==> src/hw/rtl/upss_pkg.sv <==
// ----------------------------------------------------------------------------
// upss_pkg
// Shared types, character constants and per-byte splitter functions for the
// URI path segment splitter.
// ----------------------------------------------------------------------------
`default_nettype none

package upss_pkg;

   localparam logic [7:0] PCT_CHAR   = 8'h25;
   localparam logic [7:0] SLASH_CHAR = 8'h2F;
   localparam logic [7:0] DOT_CHAR   = 8'h2E;
   localparam logic [7:0] NUL_CHAR   = 8'h00;

   localparam int unsigned MAX_RESULTS = 4;
   localparam int unsigned RES_CNT_W   = $clog2(MAX_RESULTS + 1);
   localparam int unsigned RES_IDX_W   = $clog2(MAX_RESULTS);
   localparam int unsigned MAX_FEEDS   = 3;

   // one result item
   typedef struct packed {
      logic [7:0] seg_byte;
      logic       byte_valid;
      logic       seg_last;
      logic       path_done;
   } rsp_type;

   // segment splitter state
   typedef struct packed {
      logic [7:0] held_byte;
      logic       held_valid;
      logic       dot_pending;
      logic       after_slash;
      logic       segment_open;
      logic       truncated;
   } split_type;

   typedef struct packed {
      split_type st;
      logic      emit;
      rsp_type   rsp;
   } step_type;

   function automatic logic hex_ok(input logic [7:0] c);
      return ((c >= 8'h30) && (c <= 8'h39)) ||
             ((c >= 8'h61) && (c <= 8'h66)) ||
             ((c >= 8'h41) && (c <= 8'h46));
   endfunction

   function automatic logic [3:0] hex_val(input logic [7:0] c);
      logic [7:0] v;
      begin
         if (c <= 8'h39) v = c - 8'h30;
         else if (c >= 8'h61) v = c - 8'h57;
         else v = c - 8'h37;
         return v[3:0];
      end
   endfunction

   function automatic split_type split_clear(input logic trunc);
      split_type s;
      begin
         s = '0;
         s.truncated = trunc;
         return s;
      end
   endfunction

   // end of path: always one result with path_done
   function automatic step_type finish_fn(input split_type s);
      step_type t;
      begin
         t.emit = 1'b1;
         if (s.dot_pending) t.rsp = '{DOT_CHAR, 1'b1, 1'b1, 1'b1};
         else if (s.held_valid) t.rsp = '{s.held_byte, 1'b1, 1'b1, 1'b1};
         else t.rsp = '{NUL_CHAR, 1'b0, 1'b0, 1'b1};
         t.st = split_clear(s.truncated);
         return t;
      end
   endfunction

   // one decoded byte into the splitter
   function automatic step_type feed_fn(input split_type s, input logic [7:0] c);
      step_type t;
      begin
         t.st   = s;
         t.emit = 1'b0;
         t.rsp  = '0;
         if (!s.truncated) begin
            if (c == NUL_CHAR) begin
               t = finish_fn(s);
               t.st.truncated = 1'b1;
            end else if (c == SLASH_CHAR) begin
               if (s.held_valid) begin
                  t.emit = 1'b1;
                  t.rsp  = '{s.held_byte, 1'b1, 1'b1, 1'b0};
               end
               t.st.held_valid   = 1'b0;
               t.st.dot_pending  = 1'b0;
               t.st.segment_open = 1'b0;
               t.st.after_slash  = 1'b1;
            end else if (s.dot_pending) begin
               t.emit = 1'b1;
               t.rsp  = '{DOT_CHAR, 1'b1, 1'b0, 1'b0};
               t.st.dot_pending = 1'b0;
               t.st.held_byte   = c;
               t.st.held_valid  = 1'b1;
            end else if (!s.segment_open && s.after_slash && (c == DOT_CHAR)) begin
               t.st.dot_pending  = 1'b1;
               t.st.segment_open = 1'b1;
            end else begin
               if (s.held_valid) begin
                  t.emit = 1'b1;
                  t.rsp  = '{s.held_byte, 1'b1, 1'b0, 1'b0};
               end
               t.st.held_byte    = c;
               t.st.held_valid   = 1'b1;
               t.st.segment_open = 1'b1;
            end
         end
         return t;
      end
   endfunction

endpackage

`default_nettype wire

==> src/hw/rtl/uri_path_segment_splitter.sv <==
// ----------------------------------------------------------------------------
// uri_path_segment_splitter
// Percent-decodes a URI path byte stream and emits its non-empty segments
// byte by byte, dropping single-dot segments between slashes.
//
//   channel  ports                                   direction
//   req      req_valid/req_ready, path_byte/last     in
//   rsp      rsp_valid/rsp_ready, segment fields     out
//
// One raw byte is decoded and split in the cycle it is accepted; its 0 to 4
// result items land in a 4-entry result buffer, one item leaves per cycle while rsp_ready is high.
// A new byte is taken when the buffer is empty or its last item is leaving,
// so bytes giving at most one item stream at one per cycle while rsp_ready is high.
// Synchronous active-high reset empties the buffer and clears all path state.
// ----------------------------------------------------------------------------
`default_nettype none

module uri_path_segment_splitter
   import upss_pkg::*;
(
   input  wire logic       clock,
   input  wire logic       reset,
   input  wire logic       req_valid,
   output logic            req_ready,
   input  wire logic [7:0] req_path_byte,
   input  wire logic       req_path_last,
   output logic            rsp_valid,
   input  wire logic       rsp_ready,
   output logic [7:0]      rsp_seg_byte,
   output logic            rsp_byte_valid,
   output logic            rsp_seg_last,
   output logic            rsp_path_done,
   output logic            rsp_run_last
);

   typedef enum logic [1:0] {
      ESC_NONE,
      ESC_PCT,
      ESC_DIG
   } esc_type;

   esc_type                ec_ff, ec_in;
   logic [7:0]             dig_ff, dig_in;
   split_type              sp_ff, sp_in;
   rsp_type                buf_ff [MAX_RESULTS];
   rsp_type                res_in [MAX_RESULTS];
   logic [RES_CNT_W-1:0]   rem_ff, n_in;
   logic [RES_IDX_W-1:0]   pos_ff;

   logic [7:0]             fb [MAX_FEEDS];
   logic                   fv [MAX_FEEDS];
   logic [1:0]             nf;
   step_type               t;
   logic                   req_take, rsp_take;

   assign req_take = req_valid && req_ready;
   assign rsp_take = rsp_valid && rsp_ready;
   assign req_ready = (rem_ff == '0) || ((rem_ff == RES_CNT_W'(1)) && rsp_ready);

   // percent decoder: up to three decoded bytes per raw byte
   always_comb begin
      ec_in  = ec_ff;
      dig_in = dig_ff;
      nf     = 2'd0;
      for (int i = 0; i < MAX_FEEDS; i++) begin
         fb[i] = NUL_CHAR;
         fv[i] = 1'b0;
      end
      if (!sp_ff.truncated) begin
         unique case (ec_ff)
            ESC_NONE: begin
               if (req_path_byte == PCT_CHAR) begin
                  ec_in = ESC_PCT;
               end else begin
                  fb[nf] = req_path_byte; fv[nf] = 1'b1; nf = nf + 2'd1;
               end
            end
            ESC_PCT: begin
               if (hex_ok(req_path_byte)) begin
                  dig_in = req_path_byte;
                  ec_in  = ESC_DIG;
               end else begin
                  fb[nf] = PCT_CHAR; fv[nf] = 1'b1; nf = nf + 2'd1;
                  if (req_path_byte == PCT_CHAR) begin
                     ec_in = ESC_PCT;
                  end else begin
                     ec_in = ESC_NONE;
                     fb[nf] = req_path_byte; fv[nf] = 1'b1; nf = nf + 2'd1;
                  end
               end
            end
            ESC_DIG: begin
               if (hex_ok(req_path_byte) && hex_ok(dig_ff)) begin
                  ec_in = ESC_NONE;
                  fb[nf] = {hex_val(dig_ff), hex_val(req_path_byte)};
                  fv[nf] = 1'b1; nf = nf + 2'd1;
               end else begin
                  fb[nf] = PCT_CHAR; fv[nf] = 1'b1; nf = nf + 2'd1;
                  fb[nf] = dig_ff;   fv[nf] = 1'b1; nf = nf + 2'd1;
                  if (req_path_byte == PCT_CHAR) begin
                     ec_in = ESC_PCT;
                  end else begin
                     ec_in = ESC_NONE;
                     fb[nf] = req_path_byte; fv[nf] = 1'b1; nf = nf + 2'd1;
                  end
               end
            end
            default: begin
               ec_in = ESC_NONE;
            end
         endcase
         if (req_path_last) begin
            if (ec_in == ESC_PCT) begin
               fb[nf] = PCT_CHAR; fv[nf] = 1'b1; nf = nf + 2'd1;
            end else if (ec_in == ESC_DIG) begin
               fb[nf] = PCT_CHAR; fv[nf] = 1'b1; nf = nf + 2'd1;
               fb[nf] = dig_in;   fv[nf] = 1'b1; nf = nf + 2'd1;
            end
         end
      end
      if (req_path_last) begin
         ec_in  = ESC_NONE;
         dig_in = NUL_CHAR;
      end
   end

   // segment splitter over the decoded bytes, then end of path
   always_comb begin
      sp_in = sp_ff;
      n_in  = '0;
      t     = '0;
      for (int i = 0; i < MAX_RESULTS; i++) begin
         res_in[i] = '0;
      end
      for (int i = 0; i < MAX_FEEDS; i++) begin
         if (fv[i]) begin
            t     = feed_fn(sp_in, fb[i]);
            sp_in = t.st;
            if (t.emit) begin
               res_in[n_in[RES_IDX_W-1:0]] = t.rsp;
               n_in = n_in + RES_CNT_W'(1);
            end
         end
      end
      if (req_path_last && !sp_in.truncated) begin
         t = finish_fn(sp_in);
         res_in[n_in[RES_IDX_W-1:0]] = t.rsp;
         n_in  = n_in + RES_CNT_W'(1);
      end
      if (req_path_last) begin
         sp_in = split_clear(1'b0);
      end
   end

   always_ff @(posedge clock) begin
      if (reset) begin
         ec_ff  <= ESC_NONE;
         dig_ff <= NUL_CHAR;
         sp_ff  <= split_clear(1'b0);
         rem_ff <= '0;
         pos_ff <= '0;
      end else begin
         if (req_take) begin
            ec_ff  <= ec_in;
            dig_ff <= dig_in;
            sp_ff  <= sp_in;
            rem_ff <= n_in;
            pos_ff <= '0;
            for (int i = 0; i < MAX_RESULTS; i++) begin
               buf_ff[i] <= res_in[i];
            end
         end else if (rsp_take) begin
            rem_ff <= rem_ff - RES_CNT_W'(1);
            pos_ff <= pos_ff + RES_IDX_W'(1);
         end
      end
   end

   assign rsp_valid      = (rem_ff != '0);
   assign rsp_seg_byte   = buf_ff[pos_ff].seg_byte;
   assign rsp_byte_valid = buf_ff[pos_ff].byte_valid;
   assign rsp_seg_last   = buf_ff[pos_ff].seg_last;
   assign rsp_path_done  = buf_ff[pos_ff].path_done;
   assign rsp_run_last   = (rem_ff == RES_CNT_W'(1));

   a_rem_bound: assert property (@(posedge clock) disable iff (reset)
      rem_ff <= RES_CNT_W'(MAX_RESULTS))
      else $error("result buffer count out of range");

   a_done_is_last: assert property (@(posedge clock) disable iff (reset)
      rsp_valid && rsp_path_done |-> rsp_run_last)
      else $error("path_done item is not the last of its byte");

   a_seg_last_valid: assert property (@(posedge clock) disable iff (reset)
      rsp_valid && (rsp_seg_last || !rsp_byte_valid) |->
         rsp_byte_valid || (rsp_seg_byte == NUL_CHAR))
      else $error("empty item carries segment data");

   a_trunc_no_esc: assert property (@(posedge clock) disable iff (reset)
      sp_ff.truncated |-> (ec_ff == ESC_NONE))
      else $error("escape pending on a truncated path");

endmodule

`default_nettype wire
==> config.mk <==
export PLATFORM = sky130hd
export DESIGN_NAME = uri_path_segment_splitter
export DESIGN_NICKNAME = d
export VERILOG_FILES = /design/src/hw/rtl/upss_pkg.sv /design/src/hw/rtl/uri_path_segment_splitter.sv
export SDC_FILE = /design/constraint.sdc
export NUM_CORES = 1
export LEC_CHECK = 0
export BUFFER_PORTS_ARGS = -buffer_cell sky130_fd_sc_hd__buf_2
export CORE_MARGIN = 1
export CORE_UTILIZATION = 40
export CTS_BUF_LIST = sky130_fd_sc_hd__clkbuf_8
export DETAILED_ROUTE_END_ITERATION = 16
export PLACE_DENSITY_LB_ADDON = 0.3
export SYNTH_ARGS = -nofsm -noshare
export SYNTH_HDL_FRONTEND = slang
export SYNTH_SLANG_ARGS = --single-unit
==> constraint.sdc <==
create_clock -name clock -period 8.6 [get_ports clock]
set_input_delay 0.43 -clock clock [delete_from_list [all_inputs] [get_ports clock]]
set_output_delay 0.43 -clock clock [all_outputs]
set_load 0.02 [all_outputs]
Word level (Yosys, flattened, before mapping)

Memory sizes are Yosys's and may differ from the RTL's. A register that Yosys moved wholly into a read port is not among the register bits.
Index checks and enable logic that the tools add are counted.

Memories: 1
Word-level logic and storage cells: 265
Bits in registers: 28
RAM bits: 44

Order comparisons: 22
Equality and inequality tests: 13
Reductions and logical operators: 40
$add $sub $neg: 12
Mux-type cells: 157
Bitwise logic cells: 10

Memory list:

| memory | words | width | rd ports | clocked after Yosys merged registers in | write ports | RTL line                        | text |
|---|---|---|---|---|---|---|---|
| buf_ff | 4     | 11    | 1        | 1                                       | 4           | uri_path_segment_splitter.sv:45 | `rsp_type buf_ff [MAX_RESULTS];` |

Operators by type and width:

| kind                                                            | count |
|---|---|
| 2-to-1 mux 12 bit                                               | 21 |
| 2-to-1 mux 44 bit                                               | 5 |
| 2-to-1 mux 11 bit                                               | 14 |
| 2-to-1 mux 25 bit                                               | 6 |
| bitwise mux 44 bit                                              | 3 |
| 2-to-1 mux 8 bit                                                | 16 |
| 2-to-1 mux 24 bit                                               | 4 |
| demux 11 bit (select 2 bit)                                     | 3 |
| == test 8 x 6 -> 1 bit (second input constant)                  | 7 |
| 2-to-1 mux 13 bit                                               | 4 |
| 2-to-1 mux 2 bit                                                | 17 |
| 2-to-1 mux 3 bit                                                | 11 |
| demux 8 bit (select 2 bit)                                      | 2 |
| >= comparator 8 x 7 -> 1 bit (second input constant)            | 4 |
| less-or-equal comparator 8 x 7 -> 1 bit (second input constant) | 4 |
| 2-to-1 mux 1 bit                                                | 30 |
| 2-to-1 mux 10 bit                                               | 3 |
| 2-to-1 mux 9 bit                                                | 3 |
| bitwise mux 24 bit                                              | 1 |
| zero test 8 bit                                                 | 3 |
| one-hot mux 8 bit (3 select lines)                              | 1 |
| logical AND 1 bit                                               | 22 |
| >= comparator 8 x 6 -> 1 bit (second input constant)            | 2 |
| less-or-equal comparator 8 x 6 -> 1 bit (second input constant) | 2 |
| 32 further kinds                                                | 66 |

Longest topological paths before layout

Depth in word-level cells: 57
Depth in mapped cells: 28
Mapped depth without buffers: 25

Worst setup path before layout

Ideal clock, no wire load.

Kind: input-to-reg
Start point: input port req_path_byte[0]
End point: memory buf_ff[1][3] (netlist name) (data pin)
Path buffers: 2
Arrival: 5,927 ps
Required time: 8,326 ps
Stages: 25
Path slack: 2,400 ps
Cell sequence: inv_1 -> ha_1 -> nor4bb_1 -> or4_4 -> o31a_4 -> mux2i_2 -> or3_1 -> a221oi_2 -> a221oi_1 -> and4_1 -> buf_6 -> a2111oi_4 -> and2_1 -> a21oi_1 -> o21a_1 -> ha_1 -> nor2_1 -> a21oi_1 -> inv_1 -> and3_1 -> or2_1 -> ha_1 -> nand2_1 -> clkbuf_1 -> o221ai_1

RTL lines:

| what               | RTL line                        | text |
|---|---|---|
| start: declaration | uri_path_segment_splitter.sv:25 | `input wire logic [7:0] req_path_byte,` |
| end: declaration   | uri_path_segment_splitter.sv:45 |  |

==> key figures <==
Placed design
  – GP Congestion: 1.03
  – Port bufs: 26
  – Place WS: 949 ps
  – Post-DP HPWL: 18400 um

Timing
  – Time the worst path needs with I/O delays and setup: 7730 ps
  – F_max: 129 MHz
  – Final Cycle Share: 0.899
  – RSZ-0062 raised after global routing: no
  – Final TNS setup: 0 ps
  – Final Max Tran Viols: 0
  – Final Skew: 21.1 ps
  – Hold Vio Cnt, Final: 0
  – Final setup vio count: 0
  – Relative slew slack: 0.367
  – Worst-Margin Slew: 946 ps
  – Slack of the critical path: 868 ps

Power
  – VDD IR max: 159 uV
  – Gate power share: 0.323
  – Leakage power: 2.67 nW
  – Sequential share of power: 0.438
  – Switch share: 0.379
  – Power per cell area: 146 nW/um2
  – Power, Total: 1.10 mW
  – Net Sw Power: 0.415 mW
  – Cell Int Power: 0.681 mW
  – Clk network pwr share: 0.239

Finish
  – Layout cell share with drive strength beyond 1: 0.153
  – Commonest non-fill, non-tap cell in the layout: nand2_1
  – Diode count: 0
  – Nets: 862
  – Layout Utilization: 0.445
  – Commonest non-fill, non-tap cells in the layout: nand2_1, nor2_1, a21oi_1
  – Synth-to-Final Area Change: 7.19%

Die
  – Die Area: 18000 um2
  – Num rows: 47
  – Core ar.: 16800 um2
  – Initial Utilization: 0.415
  – Die Ht: 134 um
  – Die W: 134 um
  – IO Count: 27

Critical path
  – Crit path launch: dig_ff[1]
  – Worst setup EP type: flip-flop
  – CP Max Fanout: 17
  – Worst reg2reg path endpoint: buf_ff[1][9]
  – Worst EP required: 8810 ps
  – Setup CP Type: reg2reg
  – Worst Reg2Reg Path Length in Cells: 25
  – Crit path capture: buf_ff[1][9]
  – R2R Path Start: dig_ff[1]
  – CP arrival: 7940 ps
  – R2R Setup Slk: 870 ps
  – CP Launch Type: flip-flop

Status
  – Outcome: complete, no violations

Drt
  – Post-DRT Antenna Nets: 0
  – 1st-pass router iterations: 6
  – Iter 0 DRT Violations: 814
  – Vias per cell: 6.86
  – Residual DRC: 0
  – Via count: 7214
  – Per-cell routed wire length: 23.0 um
  – Routed Wire Length: 24200 um

Clock tree
  – CTS tree: done
  – CTS H-tree depth: 3
  – Number of buffers created by CTS: 9
  – Clock latency on the worst-skew pair: 390 ps
  – Clock-pin slew on the worst setup and hold paths: 80 ps
  – Clock net sink count: 74
  – Hold bufs inserted after CTS: 0
  – Total setup buffers inserted after CTS: 0
  – Root Buffer Master: clkbuf_8
  – Clock tree buffer depth: 2
  – Resize count post-CTS: 0

Yosys
  – Register area share after synthesis: 0.275
  – Synth warnings: 0
  – Most used DFF post-synth: edfxtp_1
  – Fraction of registers with async set/reset: 0
  – Syn Nets: 854
  – Synthesized area: 6980 um2
  – Netlist cell types: 105
  – FF+latch count, synth: 74
  – Syn Area/Cell: 8.53 um2
  – EDFF count, synth: 44
  – Syn Inst Count: 818

Global routing
  – Vias in the first global route: 6670
  – Initial antenna violation count: 0
  – Total global routing overflow: 0
  – Global-route wire length before repair: 38000 um
  – Largest net degree at the start of global routing: 47
  – GRT Total Usage: 0.273

Min path
  – Hold WC Path Type: in2reg

Flow run
  – Max cap viols: 0
## flip-flops by register name, indices dropped and copies added, names as in the netlist, named ones only
name	cells
dig_ff	8
buf_ff	44
pos_ff	2
rem_ff	3
sp_ff	13
ec_ff	2
## area by class of cell
class | instances | area, um2
inverter | 30 | 113
multi-input combinational | 671 | 4750
timing repair buffer | 40 | 235
sequential | 74 | 1920
clock buffer | 9 | 124
clock inverter | 7 | 62.6
tap | 220 | 275
fill | 1705 | 9340
## synthesized netlist by cell type, drive strengths merged, types with 5 or more instances
library cell | number | area share
nand2 | 92 | 0.050
nor2 | 62 | 0.034
a21oi | 53 | 0.040
o21ai | 52 | 0.039
edfxtp | 44 | 0.19
nor3 | 35 | 0.027
o22ai | 31 | 0.029
dfxtp | 30 | 0.086
inv | 30 | 0.016
clkbuf | 29 | 0.016
nand3 | 29 | 0.022
ha | 23 | 0.041
mux2i | 19 | 0.028
buf | 14 | 0.012
a22o | 13 | 0.016
and3 | 12 | 0.011
a22oi | 11 | 0.013
mux4 | 11 | 0.035
a21o | 10 | 0.011
nand2b | 10 | 0.0090
nand4 | 10 | 0.0099
o211ai | 10 | 0.011
o21a | 10 | 0.011
a211oi | 8 | 0.010
a221oi | 8 | 0.013
mux2 | 8 | 0.013
nor4 | 8 | 0.012
or2 | 8 | 0.0072
a31oi | 7 | 0.0063
o31ai | 7 | 0.011
or3 | 7 | 0.0070
a211o | 6 | 0.0075
o221ai | 6 | 0.0075
o32a | 6 | 0.0086
a2111oi | 5 | 0.013
a221o | 5 | 0.0072
a2bb2oi | 5 | 0.0072
a32o | 5 | 0.0072
a32oi | 5 | 0.0073
a41oi | 5 | 0.0063
and2 | 5 | 0.0045
nor2b | 5 | 0.0045
o21bai | 5 | 0.0059
## worst max-delay path, stage by stage, from the launching register on
cell and delay (ps):
dfxtp_1 530, inv_1 150, ha_1 220, nor3b_1 170, nor2_1 50, o211ai_1 620
o21ai_2 240, o21ai_1 640, a211oi_1 250, a221oi_1 600, and4_1 550, a21oi_1 150
o21ai_1 510, a21oi_1 160, o21a_1 210, ha_1 270, nor2_1 40, a21oi_1 310
inv_1 150, and3_1 220, or2_1 260, ha_1 240, nand2_1 500, nand2_1 120
o32a_1 290, o21ai_1 80
## cell families after synthesis
logic type / Yosys count / synth area share
AOI/OAI and AO/OA: 302 / 0.332
and+or+nand+nor: 302 / 0.223
DFF: 74 / 0.275
buffers and inverters: 73 / 0.0441
muxes: 38 / 0.0767
adders and majority gates: 23 / 0.0412
xor gates and xnor gates: 6 / 0.00753
## power by group through the flow
| stage | Combinational (mW) | Sequential (mW) | Clock [mW] |
|---|---|---|---|
| 2_1_floorplan | 0.272 | 0.462 | 0 |
| 3_3_place_gp | 0.350 | 0.488 | 0 |
| 3_5_place_dp | 0.351 | 0.488 | 0 |
| 4_1_cts | 0.352 | 0.480 | 0.269 |
| 5_1_grt | 0.382 | 0.487 | 0.281 |
| 6_report | 0.354 | 0.480 | 0.262 |
## per-stage QoR
stage / std cells / hold slack (ps) / cell area (um2)
2_1_floorplan: 818 / 447 / 6980
3_3_place_gp: 1035 / 521 / 7300
3_5_place_dp: 1035 / 508 / 7300
4_1_cts: 1051 / 410 / 7480
5_1_grt: 1051 / 433 / 7480
6_report: 1051 / 425 / 7480
## per-layer routing
metal / GRT usage / vias to the layer above / part of all wire
met3: 0.0574 / 70 / 0.092
met5: 0 / - / 0
met2: 0.412 / 432 / 0.44
li1: - / 3236 / -
met4: 0.0943 / 0 / 0.032
met1: 0.384 / 3476 / 0.44
## worst min-delay path by stage
stage	end	from	cells past startpoint	slack, ps
after global routing	dig_ff[0]	reset	2	430
after detailed placement	sp_ff[11]	sp_ff[11]	2	510
after CTS	dig_ff[6]	reset	2	410
after floorplan	sp_ff[8]	sp_ff[8]	2	450
after global placement	sp_ff[11]	sp_ff[11]	2	520
final	dig_ff[2]	reset	2	420
(Power assumes the default switching activity.)
